`config.mk`:
```
export PLATFORM = sky130hd
export DESIGN_NAME = framebuffer_damage_rectangle_tracker
export DESIGN_NICKNAME = d
export VERILOG_FILES = /design/src/hw/rtl/fdrt_pkg.sv /design/src/hw/rtl/fdrt_divider.sv /design/src/hw/rtl/framebuffer_damage_rectangle_tracker.sv
export VERILOG_INCLUDE_DIRS = /design/src /design/src/hw/rtl
export SDC_FILE = /design/constraint.sdc
export NUM_CORES = 1
export LEC_CHECK = 0
export ABC_AREA = 1
export BUFFER_PORTS_ARGS = -buffer_cell sky130_fd_sc_hd__buf_2
export CORE_MARGIN = 3
export CORE_UTILIZATION = 55
export CTS_CLUSTER_SIZE = 40
export DETAILED_ROUTE_END_ITERATION = 8
export GPL_TIMING_DRIVEN = 0
export PLACE_DENSITY_LB_ADDON = 0.2
export SLEW_MARGIN = 15
export SYNTH_ARGS = -nofsm -noshare
export SYNTH_HDL_FRONTEND = slang
export SYNTH_SLANG_ARGS = --single-unit
```
`constraint.sdc`:
```
create_clock -name i_clk -period 3.5 [get_ports i_clk]
set_input_delay 0.7 -clock i_clk [delete_from_list [all_inputs] [get_ports i_clk]]
set_output_delay 0.7 -clock i_clk [all_outputs]
set_load 0.02 [all_outputs]
```
`src/hw/rtl/assert_macros.svh`:
```
// ----------------------------------------------------------------------------
// Assertion macros
// Clocked implication checks with active-low reset disable.
// ----------------------------------------------------------------------------
`ifndef ASSERT_MACROS_SVH
`define ASSERT_MACROS_SVH
`ifndef SYNTHESIS
// same-cycle implication
`define ASSERT_SAME(label, clk, rst_n, a, b, msg) \
    label: assert property (@(posedge clk) disable iff (!rst_n) (a) |-> (b)) \
        else $error(msg);
// next-cycle implication
`define ASSERT_NEXT(label, clk, rst_n, a, b, msg) \
    label: assert property (@(posedge clk) disable iff (!rst_n) (a) |=> (b)) \
        else $error(msg);
`else
`define ASSERT_SAME(label, clk, rst_n, a, b, msg)
`define ASSERT_NEXT(label, clk, rst_n, a, b, msg)
`endif
`endif

```
`src/hw/rtl/fdrt_pkg.sv`:
```
// ----------------------------------------------------------------------------
// fdrt_pkg
// Shared widths, codes, reset values and types of the damage tracker.
// ----------------------------------------------------------------------------
`timescale 1ns / 1ps

package fdrt_pkg;

    localparam int ADDR_W   = 32;
    localparam int DIM_W    = 13;
    localparam int MAX_DIM  = 4096;
    localparam int CNT_W    = $clog2(ADDR_W);
    localparam int CFG_IDX_W = 3;
    localparam int REGION_W = 2;
    localparam int OUT_W    = 4 * DIM_W;
    localparam int OUT_BYTES_W = ((OUT_W + 7) / 8) * 8;

    // region codes
    localparam logic [REGION_W-1:0] REGION_RAM     = 2'd0;
    localparam logic [REGION_W-1:0] REGION_DISPLAY = 2'd1;
    localparam logic [REGION_W-1:0] REGION_IO      = 2'd2;
    localparam logic [REGION_W-1:0] REGION_QUERY   = 2'd3;

    // input opcodes
    localparam logic OP_STORE = 1'b0;
    localparam logic OP_QUERY = 1'b1;

    // register indexes
    localparam logic [CFG_IDX_W-1:0] CFG_DISPLAY_BASE = 3'd0;
    localparam logic [CFG_IDX_W-1:0] CFG_MEMORY_LIMIT = 3'd1;
    localparam logic [CFG_IDX_W-1:0] CFG_FRAME_WIDTH  = 3'd2;
    localparam logic [CFG_IDX_W-1:0] CFG_FRAME_HEIGHT = 3'd3;

    // reset values
    localparam logic [ADDR_W-1:0] RST_DISPLAY_BASE = 32'd950016;
    localparam logic [ADDR_W-1:0] RST_MEMORY_LIMIT = 32'd1048576;
    localparam logic [DIM_W-1:0]  RST_FRAME_WIDTH  = 13'd32;
    localparam logic [DIM_W-1:0]  RST_FRAME_HEIGHT = 13'd768;

    // divider outcome handed to the sequencer
    typedef struct packed {
        logic              done;
        logic [ADDR_W-1:0] quotient;
        logic [DIM_W-1:0]  remainder;
    } t_div_result;

    // saturate a written dimension to 1..MAX_DIM
    function automatic logic [DIM_W-1:0] clamp_dim(input logic [DIM_W-1:0] v);
        logic [DIM_W-1:0] res;
        if (v == '0) begin
            res = DIM_W'(1);
        end else if (v > DIM_W'(MAX_DIM)) begin
            res = DIM_W'(MAX_DIM);
        end else begin
            res = v;
        end
        return res;
    endfunction

endpackage

```
`src/hw/rtl/fdrt_divider.sv`:
```
// ----------------------------------------------------------------------------
// fdrt_divider
// Restoring divider, one quotient bit per cycle, for offset / frame width.
// ----------------------------------------------------------------------------
`timescale 1ns / 1ps

module fdrt_divider
    import fdrt_pkg::*;
(
    input  logic              i_clk,
    input  logic              i_rst_n,
    input  logic              i_start,
    input  logic [ADDR_W-1:0] i_dividend,
    input  logic [DIM_W-1:0]  i_divisor,
    output t_div_result       o_result
);

    logic              r_busy, n_busy;
    logic              r_done, n_done;
    logic [CNT_W-1:0]  r_cnt, n_cnt;
    logic [ADDR_W-1:0] r_quo, n_quo;
    logic [DIM_W-1:0]  r_rem, n_rem;
    logic [DIM_W-1:0]  r_div, n_div;

    logic [DIM_W:0]    shifted;
    logic [DIM_W:0]    diff;
    logic              take;

    // one trial subtraction per cycle
    always_comb begin
        shifted = {r_rem, r_quo[ADDR_W-1]};
        diff    = shifted - {1'b0, r_div};
        take    = (shifted >= {1'b0, r_div});
    end

    always_comb begin
        n_busy = r_busy;
        n_done = 1'b0;
        n_cnt  = r_cnt;
        n_quo  = r_quo;
        n_rem  = r_rem;
        n_div  = r_div;
        if (i_start) begin
            n_busy = 1'b1;
            n_cnt  = CNT_W'(ADDR_W - 1);
            n_quo  = i_dividend;
            n_rem  = '0;
            n_div  = i_divisor;
        end else if (r_busy) begin
            n_quo = {r_quo[ADDR_W-2:0], take};
            n_rem = take ? diff[DIM_W-1:0] : shifted[DIM_W-1:0];
            n_cnt = r_cnt - CNT_W'(1);
            if (r_cnt == '0) begin
                n_busy = 1'b0;
                n_done = 1'b1;
            end
        end
    end

    always_ff @(posedge i_clk) begin
        if (!i_rst_n) begin
            r_busy <= 1'b0;
            r_done <= 1'b0;
            r_cnt  <= '0;
        end else begin
            r_busy <= n_busy;
            r_done <= n_done;
            r_cnt  <= n_cnt;
        end
        r_quo <= n_quo;
        r_rem <= n_rem;
        r_div <= n_div;
    end

    assign o_result.done      = r_done;
    assign o_result.quotient  = r_quo;
    assign o_result.remainder = r_rem;

endmodule

```
`src/hw/rtl/framebuffer_damage_rectangle_tracker.sv`:
```
// A RAM or I/O store and a query give their result item in the cycle after
// acceptance; a display store's result follows acceptance, the divider steps and the update.
// Items are taken one at a time: none while the bit-serial offset / width divider works.
// Reset (synchronous, active low) restores the register defaults and the empty
// rectangle; the configuration port is always ready.
// ----------------------------------------------------------------------------
// framebuffer_damage_rectangle_tracker
// Classifies store addresses, keeps the damaged rectangle of the display and answers queries, which clear it.
// ----------------------------------------------------------------------------
`timescale 1ns / 1ps
`include "assert_macros.svh"

module framebuffer_damage_rectangle_tracker
    import fdrt_pkg::*;
(
    input  logic                   i_clk,
    input  logic                   i_rst_n,
    // configuration write channel
    input  logic                   i_cfg_valid,
    output logic                   o_cfg_ready,
    input  logic [CFG_IDX_W-1:0]   i_cfg_index,
    input  logic [ADDR_W-1:0]      i_cfg_data,
    // input items
    input  logic                   s_axis_tvalid,
    output logic                   s_axis_tready,
    input  logic [ADDR_W-1:0]      s_axis_tdata,  // store_address
    input  logic                   s_axis_tuser,  // opcode
    // result items
    output logic                   m_axis_tvalid,
    input  logic                   m_axis_tready,
    // left_column, right_column, top_row, bottom_row, zero pad
    output logic [OUT_BYTES_W-1:0] m_axis_tdata,
    output logic [REGION_W-1:0]    m_axis_tuser   // region
);

    localparam logic ST_IDLE = 1'b0;
    localparam logic ST_DIV  = 1'b1;

    logic                r_state, n_state;
    logic [ADDR_W-1:0]   r_base, r_limit;
    logic [DIM_W-1:0]    r_width, r_height;
    logic [DIM_W-1:0]    r_min_col, n_min_col, r_max_col, n_max_col;
    logic [DIM_W-1:0]    r_min_row, n_min_row, r_max_row, n_max_row;
    logic                r_m_valid, n_m_valid;
    logic [OUT_W-1:0]    r_m_data, n_m_data;
    logic [REGION_W-1:0] r_m_user, n_m_user;

    logic                in_accept;
    logic                cfg_accept;
    logic                div_start;
    logic [ADDR_W-1:0]   offset;
    t_div_result         div_res;
    logic                row_in;
    logic [DIM_W-1:0]    row, col;

    assign o_cfg_ready   = 1'b1;
    assign cfg_accept    = i_cfg_valid & o_cfg_ready;
    assign s_axis_tready = (r_state == ST_IDLE) && (!r_m_valid || m_axis_tready);
    assign in_accept     = s_axis_tvalid & s_axis_tready;

    // word offset from the display start
    assign offset = {2'b00, s_axis_tdata[ADDR_W-1:2]} - {2'b00, r_base[ADDR_W-1:2]};

    fdrt_divider u_div (
        .i_clk      (i_clk),
        .i_rst_n    (i_rst_n),
        .i_start    (div_start),
        .i_dividend (offset),
        .i_divisor  (r_width),
        .o_result   (div_res)
    );

    assign row_in = (div_res.quotient < {{(ADDR_W-DIM_W){1'b0}}, r_height});
    assign row    = div_res.quotient[DIM_W-1:0];
    assign col    = div_res.remainder;

    // sequencer, rectangle update and output register
    always_comb begin
        n_state   = r_state;
        n_min_col = r_min_col;
        n_max_col = r_max_col;
        n_min_row = r_min_row;
        n_max_row = r_max_row;
        n_m_valid = r_m_valid;
        n_m_data  = r_m_data;
        n_m_user  = r_m_user;
        div_start = 1'b0;

        if (r_m_valid && m_axis_tready) begin
            n_m_valid = 1'b0;
        end

        unique case (r_state)
            ST_IDLE: begin
                if (in_accept) begin
                    priority if (s_axis_tuser == OP_QUERY) begin
                        n_m_valid = 1'b1;
                        n_m_user  = REGION_QUERY;
                        n_m_data  = {r_max_row, r_min_row, r_max_col, r_min_col};
                        n_min_col = r_width;
                        n_max_col = '0;
                        n_min_row = r_height;
                        n_max_row = '0;
                    end else if (s_axis_tdata < r_base) begin
                        n_m_valid = 1'b1;
                        n_m_user  = REGION_RAM;
                        n_m_data  = {r_max_row, r_min_row, r_max_col, r_min_col};
                    end else if (s_axis_tdata < r_limit) begin
                        div_start = 1'b1;
                        n_state   = ST_DIV;
                    end else begin
                        n_m_valid = 1'b1;
                        n_m_user  = REGION_IO;
                        n_m_data  = {r_max_row, r_min_row, r_max_col, r_min_col};
                    end
                end
            end
            ST_DIV: begin
                if (div_res.done) begin
                    if (row_in) begin
                        if (col < r_min_col) n_min_col = col;
                        if (col > r_max_col) n_max_col = col;
                        if (row < r_min_row) n_min_row = row;
                        if (row > r_max_row) n_max_row = row;
                    end
                    n_m_valid = 1'b1;
                    n_m_user  = REGION_DISPLAY;
                    n_m_data  = {n_max_row, n_min_row, n_max_col, n_min_col};
                    n_state   = ST_IDLE;
                end
            end
            default: n_state = ST_IDLE;
        endcase
    end

    always_ff @(posedge i_clk) begin
        if (!i_rst_n) begin
            r_state   <= ST_IDLE;
            r_m_valid <= 1'b0;
            r_base    <= RST_DISPLAY_BASE;
            r_limit   <= RST_MEMORY_LIMIT;
            r_width   <= RST_FRAME_WIDTH;
            r_height  <= RST_FRAME_HEIGHT;
            r_min_col <= RST_FRAME_WIDTH;
            r_max_col <= '0;
            r_min_row <= RST_FRAME_HEIGHT;
            r_max_row <= '0;
        end else begin
            r_state   <= n_state;
            r_m_valid <= n_m_valid;
            r_min_col <= n_min_col;
            r_max_col <= n_max_col;
            r_min_row <= n_min_row;
            r_max_row <= n_max_row;
            // register writes; the sender keeps them to times with nothing in flight
            if (cfg_accept) begin
                unique case (i_cfg_index)
                    CFG_DISPLAY_BASE: r_base   <= i_cfg_data;
                    CFG_MEMORY_LIMIT: r_limit  <= i_cfg_data;
                    CFG_FRAME_WIDTH:  r_width  <= clamp_dim(i_cfg_data[DIM_W-1:0]);
                    CFG_FRAME_HEIGHT: r_height <= clamp_dim(i_cfg_data[DIM_W-1:0]);
                    default: ;
                endcase
            end
        end
        r_m_data <= n_m_data;
        r_m_user <= n_m_user;
    end

    assign m_axis_tvalid = r_m_valid;
    assign m_axis_tdata  = {{(OUT_BYTES_W-OUT_W){1'b0}}, r_m_data};
    assign m_axis_tuser  = r_m_user;

    // checks
    `ASSERT_SAME(a_done_in_div, i_clk, i_rst_n, div_res.done, r_state == ST_DIV, "divider done outside division")
    `ASSERT_SAME(a_out_empty_in_div, i_clk, i_rst_n, r_state == ST_DIV, !r_m_valid, "result pending during division")
    `ASSERT_NEXT(a_query_answer, i_clk, i_rst_n, in_accept && (s_axis_tuser == OP_QUERY), m_axis_tvalid && (m_axis_tuser == REGION_QUERY), "query gave no answer")
    `ASSERT_NEXT(a_start_busy, i_clk, i_rst_n, div_start, r_state == ST_DIV && !s_axis_tready, "store accepted while dividing")

endmodule
```
# After elaboration in Yosys (flattened, before gate mapping)
# Cells that the tools add are included.
[totals] in_bits=73 out_inout_bits=61 wordCells=115 reg_bits=263
[classes] bitwise=4 reduce_logical=15 addsub=3 muxes=59 eq_ne=7 n_lt_le_gt_ge=9
[op_table] operator="2-to-1 mux 13 bit" count=21
[op_table] operator="2-to-1 mux 52 bit" count=5
[op_table] operator="one-hot mux 13 bit (2 select lines)" count=4
[op_table] operator="one-hot mux 52 bit (2 select lines)" count=1
[op_table] operator="< comparator 32 bit" count=2
[op_table] operator="2-to-1 mux 32 bit" count=2
[op_table] operator="< comparator 32 x 13 -> 1 bit" count=1
[op_table] operator="subtractor 30 x 30 -> 31 bit" count=1
[op_table] operator="> comparator 13 bit" count=2
[op_table] operator="< comparator 13 bit" count=2
[op_table] operator="2-to-1 mux 1 bit" count=16
[op_table] operator="greater-or-equal comparator 14 x 13 -> 1 bit" count=1
[op_table] operator="> comparator 13 bit, second input constant" count=1
[op_table] operator="zero test 13 bit" count=1
[op_table] operator="subtractor 13 bit" count=1
[op_table] operator="2-to-1 mux 2 bit" count=5
[op_table] operator="2-to-1 mux 5 bit" count=2
[op_table] operator="AND reduction 2 bit" count=4
[op_table] operator="== test 3 x 2 -> 1 bit, second input constant" count=2
[op_table] operator="AND reduction 3 bit" count=2
[op_table] operator="zero test 5 bit" count=1
[op_table] operator="subtractor 5 x 1 -> 5 bit, second input constant" count=1
[op_table] operator="!= test 2 bit, second input constant" count=2
[op_table] operator="!= test 4 bit, second input constant" count=1
[op_table] operator="12 further kinds" count=16

# Logic depth before layout (Yosys ltp)
# Gate-level depths: netlist of the first run.
[logic_depth] word_depth=7 mapped_depth=17 depth_no_buf=16

# By module
# A second synthesis of the first run with hierarchy kept.
[unflattened] cells_unflattened=2191 area_unflattened_um2=16169.3
[by_module_without_submodules] mod="framebuffer_damage_rectangle_tracker" cells_each=1738 seq_area_each_um2=4504.3 instances=1 area_per_inst_um2=12565.8
[by_module_without_submodules] mod="fdrt_divider" cells_each=453 seq_area_each_um2=1751.7 instances=1 area_per_inst_um2=3603.5

# Worst setup path before layout of the first run
# Ideal clock, no wire load.
[synth_timing] path_kind="input to register" startpoint="input s_axis_tdata[17]" endpoint="register r_m_user[0], in the netlist m_axis_tuser[0], enable pin" t_required_ps=3092 path_slack_ps=193 arrival_time_ps=2899 path_buffers=0 setup_ps=408 stages=10 path_cell_list="ha_1 a21oi_2 o21ai_1 a21oi_1 nor2_1 nor2_1 nand2_1 nand2_1 nand2_1 inv_1"
[synth_between] elab_chain_cells=3 elab_cells_between_ends=4 cone_classes="2 x order compare; 1 x eq/ne; 1 x reduce/logical"
[synth_rtl] item="start: declaration" line="framebuffer_damage_rectangle_tracker.sv:26" source="input logic [ADDR_W-1:0] s_axis_tdata,"
[synth_rtl] item="< comparator 32 bit (on tied branches)" line="framebuffer_damage_rectangle_tracker.sv:104, framebuffer_damage_rectangle_tracker.sv:108"
[synth_rtl] item="!= test 4 bit (no source line) *"
[synth_rtl] item="AND reduction 3 bit (no source line) *"
[synth_rtl] item="end signal: assignment" line="framebuffer_damage_rectangle_tracker.sv:167" source="r_m_user <= n_m_user;"
[synth_rtl] item="end: declaration" line="framebuffer_damage_rectangle_tracker.sv:46" source="logic [REGION_W-1:0] r_m_user, n_m_user;"
# Every way passes the cells marked *; elsewhere a longest branch is shown, timed or not.
# A chain may end at the register's enable or synchronous reset.

# Worst setup path in the final report of the first run
[layout_timing] startpoint="register r_limit[5]" endpoint="register u_div.r_quo[4], enable pin"
[layout_between] elab_chain_cells=7
[layout_rtl] item="start: declaration" line="framebuffer_damage_rectangle_tracker.sv:40" source="logic [ADDR_W-1:0] r_base, r_limit;"
[layout_rtl] item="start signal: assignment" line="framebuffer_damage_rectangle_tracker.sv:159" source="CFG_MEMORY_LIMIT: r_limit <= i_cfg_data;"
[layout_rtl] item="< comparator 32 bit" line="framebuffer_damage_rectangle_tracker.sv:108" source="end else if (s_axis_tdata < r_limit) begin"
[layout_rtl] item="2-to-1 mux 1 bit" line="framebuffer_damage_rectangle_tracker.sv:108"
[layout_rtl] item="2-to-1 mux 1 bit" line="framebuffer_damage_rectangle_tracker.sv:104" source="end else if (s_axis_tdata < r_base) begin"
[layout_rtl] item="2-to-1 mux 1 bit" line="framebuffer_damage_rectangle_tracker.sv:96" source="priority if (s_axis_tuser == OP_QUERY) begin"
[layout_rtl] item="2-to-1 mux 1 bit" line="framebuffer_damage_rectangle_tracker.sv:95" source="if (in_accept) begin"
[layout_rtl] item="2-to-1 mux 1 bit" line="framebuffer_damage_rectangle_tracker.sv:93" source="unique case (r_state)"
[layout_rtl] item="nonzero test 2 bit (no source line)"
[layout_rtl] item="end signal: assignment" line="fdrt_divider.sv:70" source="r_quo <= n_quo;"
[layout_rtl] item="end: declaration" line="fdrt_divider.sv:21" source="logic [ADDR_W-1:0] r_quo, n_quo;"
# No other way between the ends.

==> run summary, run 1 <==
Xor and xnor area share after synthesis -> 0.0195
Main synth FF type -> dfxtp_1
I/O pin cnt -> 134
Multiplexer share of the synthesized area -> 0
EDFF count, synth -> 99
Sequential share of the synthesized area -> 0.386
Max Cap Violations -> 0
CP arrival -> 3.29 ns
Min Clock Period, post-route -> 3.10 ns
Post-Route Setup TNS -> 0 ns
Fillcell total -> 2642
Max Clk Rate -> 322 MHz
Pin count of the biggest net entering global routing -> 43
Antenna Nets Post-Route -> 0
Critical path launch point -> r_limit[5]$_SDFFE_PN0P_
Initial antenna violation count -> 0
Reg clk slew, reported paths -> 0.06 ns
Via count -> 15292
I/O Buffers -> 127
Synth Instances -> 2205
Fin Clk Skew -> 0.00711 ns
Sw frac -> 0.350
Synth-to-Final Area Change -> 13.6%
Critical path class -> reg2reg
Final wirelength -> 46.3 mm
Largest family of logic cells by synthesized area -> simple AND/OR/NAND/NOR gates
Total core area -> 28900 um2
Ys Warns -> 0
Fraction of layout cells with a size suffix above 1 -> 0.0988
Grt total ovfl -> 0
Crit share post-route -> 0.886
Initial DRC count -> 1225
CTS tree -> yes
CTS buffer count -> 29
WL/cell -> 16.7 um
Area after DPL -> 17400 um2
Yosys cell types -> 40
Die area -> 31600 um2
Clock power frac -> 0.334
Cell Pwr Density -> 555 nW/um2
Fin area -> 18400 um2
Worst-margin pin slew -> 0.809 ns
Placement Setup Slack -> -0.0499 ns
Hold Path Class -> in2reg
DRT Pass-1 Iters -> 7
Setup bufs post-CTS -> 0
Gpl congestion -> 0.946
Sinks on Clock Net -> 263
RSZ-0062 raised after global routing -> no
Post-synthesis compound-gate area fraction -> 0.172
DRC -> 0
Area of the multi-input gates -> 8400 um2
Slew headroom -> 0.461
Simple-gate area share of the yosys netlist -> 0.215
CTS-repair resized insts -> 0
Final hold vios -> 0
Total track usage -> 0.293
H-tree levels -> 1
Die Span Y -> 178 um
CP required -> 3.69 ns
Outcome -> complete, no violations
Hold buffers post-CTS -> 0
Vias in the first global route -> 14684
Max clock buf depth -> 3
Register Area -> 6260 um2
Post-synthesis cell area -> 16200 um2
Seq cells post-synth -> 263
Asr flop ratio synth -> 0
Most frequent cells in the layout -> 550 x nand2_1, 288 x inv_1, 237 x a21oi_1, 214 x o21ai_0, 164 x dfxtp_1
NumNets Final -> 2582
Int Pwr -> 6.65 mW
Effective utilization at floorplan -> 0.562
Worst reg2reg startpoint -> r_limit[5]$_SDFFE_PN0P_
DPL Wire Length -> 36.0 mm
Root buffer cell -> clkbuf_16
Max VDD drop -> 0.338 mV
# diodes -> 0
Critical Path Start Type -> flip-flop
Max-slew violations -> 0
Crit Path Max Fanout -> 32
Sequential share of power -> 0.363
Worst setup margin -> 0.399 ns
# rows -> 62
First-pass GRT wire length -> 73.9 mm
Post-synthesis adder-cell area fraction -> 0.111
Clk_lat worst skew -> 0.56 ns
Setup violation total in the final timing report -> 0
Leak -> 8.43 nW
Vias per std cell -> 5.51
Hold wc startpoint -> i_cfg_data[13]
Setup crit end kind -> flip-flop
Leading cell type in the layout, fill and taps excluded -> nand2_1
Net Sw Power -> 3.58 mW
Syn_area_per_cell -> 7.35 um2
Die width -> 178 um
Combinational Power Share -> 0.303
==> path summary, 6_finish.rpt <==
path,to,slack [ns],cells past startpoint
hold / removal,r_base[13]$_SDFFE_PN1P_,0.38,3
hold reg to reg,r_base[23]$_SDFFE_PN0P_,0.46,2
setup reg to reg,u_div.r_quo[4]$_DFFE_PP_,0.40,13
setup / recovery,u_div.r_quo[4]$_DFFE_PP_,0.40,13
==> cell families (layout without fill, tap and decap cells) <==
| logic type | Yosys count | in the layout |
|---|---|---|
| AND/OR/NAND/NOR | 846 | 846 |
| other | 2 | 5 |
| flip-flops | 263 | 263 |
| buffers and inverters | 387 | 568 |
| AO/OA/AOI/OAI | 529 | 529 |
| adder cells (fa/ha/maj) | 142 | 142 |
| XOR/XNOR | 36 | 36 |
==> flip-flops by register name, indices dropped and copies added (netlist names), 2 cells and up <==
signal	count
r_min_row	13
u_div.r_quo	32
r_base	32
r_max_row	13
u_div.r_rem	13
r_min_col	13
r_m_data	52
r_max_col	13
u_div.r_div	13
r_limit	32
u_div.r_cnt	5
r_width	13
r_height	13
m_axis_tuser	2
==> cells in the mapped netlist (18+ instances only) <==
cell,number,area share
a21oi_1,237,0.073
buf_2,20,0.0062
clkbuf_1,54,0.013
dfxtp_1,164,0.20
edfxtp_1,99,0.18
ha_1,140,0.11
inv_1,289,0.067
nand2_1,551,0.13
nand3_1,118,0.036
nand4_1,29,0.011
nor2_1,111,0.026
o21ai_0,214,0.066
o21ai_1,31,0.0096
xnor2_1,18,0.0097
xor2_1,18,0.0097
==> critical path, stage by stage (launching register included) <==
cell and delay, ns:
dfxtp_1 0.34, inv_1 0.05, ha_1 0.28, a21oi_1 0.16
nor2_1 0.05, nor3_1 0.12, nand2_1 0.12, nand2_1 0.07
nand2_1 0.12, a21oi_2 0.27, nand3_2 0.17, buf_6 0.19
buf_4 0.18, nand2_2 0.55
==> per-stage QoR <==
stage                      util  total power [mW]  std cells  hold WS [ns]
final                     0.638              10.2       2773         0.379
after floorplan               -              5.93       2208         0.425
after detailed placement  0.601              6.80       2720         0.452
after global routing      0.638              10.8       2773         0.387
after global placement    0.601              6.74       2719         0.442
after CTS                 0.638              10.2       2773         0.362
==> power groups by stage <==
stage | Clock (mW) | Combinational [mW] | Sequential (mW)
floorplan | 0 | 2.19 | 3.74
global placement | 0 | 2.98 | 3.76
detailed placement | 0 | 3.03 | 3.76
CTS | 3.45 | 3.06 | 3.70
global route | 3.57 | 3.51 | 3.73
finish | 3.42 | 3.10 | 3.71
==> layout make-up <==
type	count	share of cell area
Sequential cell	263	0.340
Timing Repair Buffer	128	0.0356
Multi-Input combinational cell	1558	0.456
Clock buffer	36	0.0414
Clock inverter	17	0.0160
Buffer	92	0.0246
Inverter	295	0.0601
Tap cell	384	0.0261
==> metal layers <==
layer,GRT usage,up-vias,wire [um]
met5,0,-,0
met4,0.120,0,2020
met3,0.0336,117,2900
met2,0.512,535,22200
met1,0.369,7011,19100
li1,-,7629,-
Power figures use the tool's default switching activity.
==> run 2: changes to the inputs <==
==> constraint.sdc (replaced) <==
create_clock -name i_clk -period 2.9 [get_ports i_clk]
set_input_delay 0.58 -clock i_clk [delete_from_list [all_inputs] [get_ports i_clk]]
set_output_delay 0.58 -clock i_clk [all_outputs]
set_load 0.02 [all_outputs]
==> run 2 against run 1 <==
Wire length grew 3.9%. Fmax is 13% higher. Non-clock buffer count up 12. Critical path type unchanged. Critical endpoint is now r_m_data[3]$_DFFE_PP_. Largest power group unchanged.
==> run summary, run 2 (synthesis gave the netlist of run 1 again) <==
Area after DPL -> 17300 um2
Crit Path Max Fanout -> 10
Critical path class -> reg2reg
WL/cell -> 17.2 um
Worst setup margin -> 0.144 ns
Setup crit end kind -> flip-flop
Vias in the first global route -> 14823
Via count -> 15420
Hold depth -> 3
Max Clk Rate -> 363 MHz
Critical Path Start Type -> flip-flop
Worst Reg-to-Reg Cells -> 13
H-tree levels -> 1
Cell Pwr Density -> 662 nW/um2
Total track usage -> 0.301
Effective utilization at floorplan -> 0.562
Crit share post-route -> 0.950
Crit-path cells -> ha_1 > nand2_1 > inv_1 > nand2_1 > nand2_1 > nor2_1 > nor2_1 > nor2_1 > nand3_1 > buf_2 > nand2_1 > nand3_1 > o21ai_0
Total power -> 12.3 mW
Reg clk slew, reported paths -> 0.06 ns
Antenna Nets Post-Route -> 0
Outcome -> complete, no violations
I/O Buffers -> 127
Max reg flops -> 52
Reg-to-reg slack, setup -> 0.14 ns
Max VDD drop -> 0.408 mV
Hold slack -> 0.265 ns
Grt total ovfl -> 0
Critical path's slowest cell -> dfxtp_1
Most flop-heavy register -> r_m_data
CP arrival -> 3.06 ns
Most frequent cells in the layout -> 549 x nand2_1, 288 x inv_1, 236 x a21oi_1, 213 x o21ai_0, 162 x dfxtp_1
NumNets Final -> 2598
Placement Setup Slack -> -0.989 ns
First-pass GRT wire length -> 75.3 mm
Total core area -> 28900 um2
I/O pin cnt -> 134
Top cell by count, worst path -> nand2_1
Min Clock Period, post-route -> 2.76 ns
# diodes -> 0
Initial antenna violation count -> 0
Die area -> 31600 um2
Sinks on Clock Net -> 263
Root buffer cell -> clkbuf_16
Die width -> 178 um
Fraction of layout cells with a size suffix above 1 -> 0.107
Worst reg2reg startpoint -> u_div.r_rem[4]$_SDFFE_PP0P_
Setup violation total in the final timing report -> 0
DPL Wire Length -> 36.7 mm
Worst R2R End -> r_m_data[3]$_DFFE_PP_
Critical Path Max Stage Delay -> 0.58 ns
Worst-margin pin slew -> 0.894 ns
Post-layout util -> 0.642
Final hold vios -> 0
Gpl congestion -> 0.957
Fin Clk Skew -> 0.0195 ns
Leak -> 8.49 nW
Worst Hold End -> r_base[18]$_SDFFE_PN1P_
Pin count of the biggest net entering global routing -> 33
Max Cap Violations -> 0
Leading cell type in the layout, fill and taps excluded -> nand2_1
Initial DRC count -> 1111
Vias per std cell -> 5.53
Max clock buf depth -> 3
CP required -> 3.20 ns
DRC -> 0
Hold Path Class -> in2reg
Final wirelength -> 48.1 mm
Fin area -> 18500 um2
CTS tree -> yes
# rows -> 62
Hold wc startpoint -> i_cfg_data[18]
Max-slew violations -> 0
Critical path launch point -> u_div.r_rem[4]$_SDFFE_PP0P_
CTS buffer count -> 29
DRT Pass-1 Iters -> 5
Clk_lat worst skew -> 0.56 ns
Synth-to-Final Area Change -> 14.3%
Slew headroom -> 0.404
Fillcell total -> 2662
Die Span Y -> 178 um
run 2: final cells by class:
cell class,instances,area [um2],area share
plain buffers,92,460,0.0248
clock buffers,39,815,0.0440
clock inverters,14,209,0.0113
inverters,295,1110,0.0600
multi-input cells,1559,8440,0.455
flip-flops and latches,263,6260,0.338
well taps,384,480,0.0259
repair buffers,140,733,0.0396
repair inverters,3,22.5,0.00122
run 2: worst max-delay path: cells and delay by family, from the launching register on:
family          cells  cell delay [ns]
buf+inv             2             0.30
fa+ha+maj           1             0.33
compound gates      1             0.24
simple gates        9             1.06
flops               1             0.58
run 2: routing by layer:
layer,GRT usage,wire length (um)
met2,0.542,23600
met1,0.366,19400
met5,0,0
met3,0.0321,2860
met4,0.120,2240
run 2: how the worst max path moves through the flow:
stage,to,cells after the start,slack [ns]
final,r_m_data[3]$_DFFE_PP_,13,0.14
after global routing,r_m_data[2]$_DFFE_PP_,13,-0.03
after CTS,r_m_data[49]$_DFFE_PP_,12,0.07
after detailed placement,r_m_data[32]$_DFFE_PP_,11,-0.99
after global placement,r_m_data[37]$_DFFE_PP_,11,-0.90
after floorplan,m_axis_tuser[0]$_SDFFCE_PP1P_,10,0.01
run 2: per-stage QoR:
| step | setup TNS [ns] | cells |
|---|---|---|
| finish | 0 | 2789 |
| global route | -0.0284 | 2789 |
| CTS | 0 | 2782 |
| detailed placement | -77.43 | 2719 |
| global placement | -70.62 | 2719 |
| floorplan | 0 | 2208 |
run 2: timing repair:
item	in CTS	in global routing
hold buffers	0	0
setup buffers	7	6
resized for setup	6	9
pin swaps	0	1
endpoints found under the hold margin	0	0
cloned	3	1
endpoints found under the setup margin	86	105
run 2: where the power goes:
part	total, mW	leakage (nW)	internal, mW	switching [mW]
registers	4.47	2.29	4.16	0.317
clock network	3.99	0.500	2.42	1.58
logic	3.80	5.70	1.32	2.48
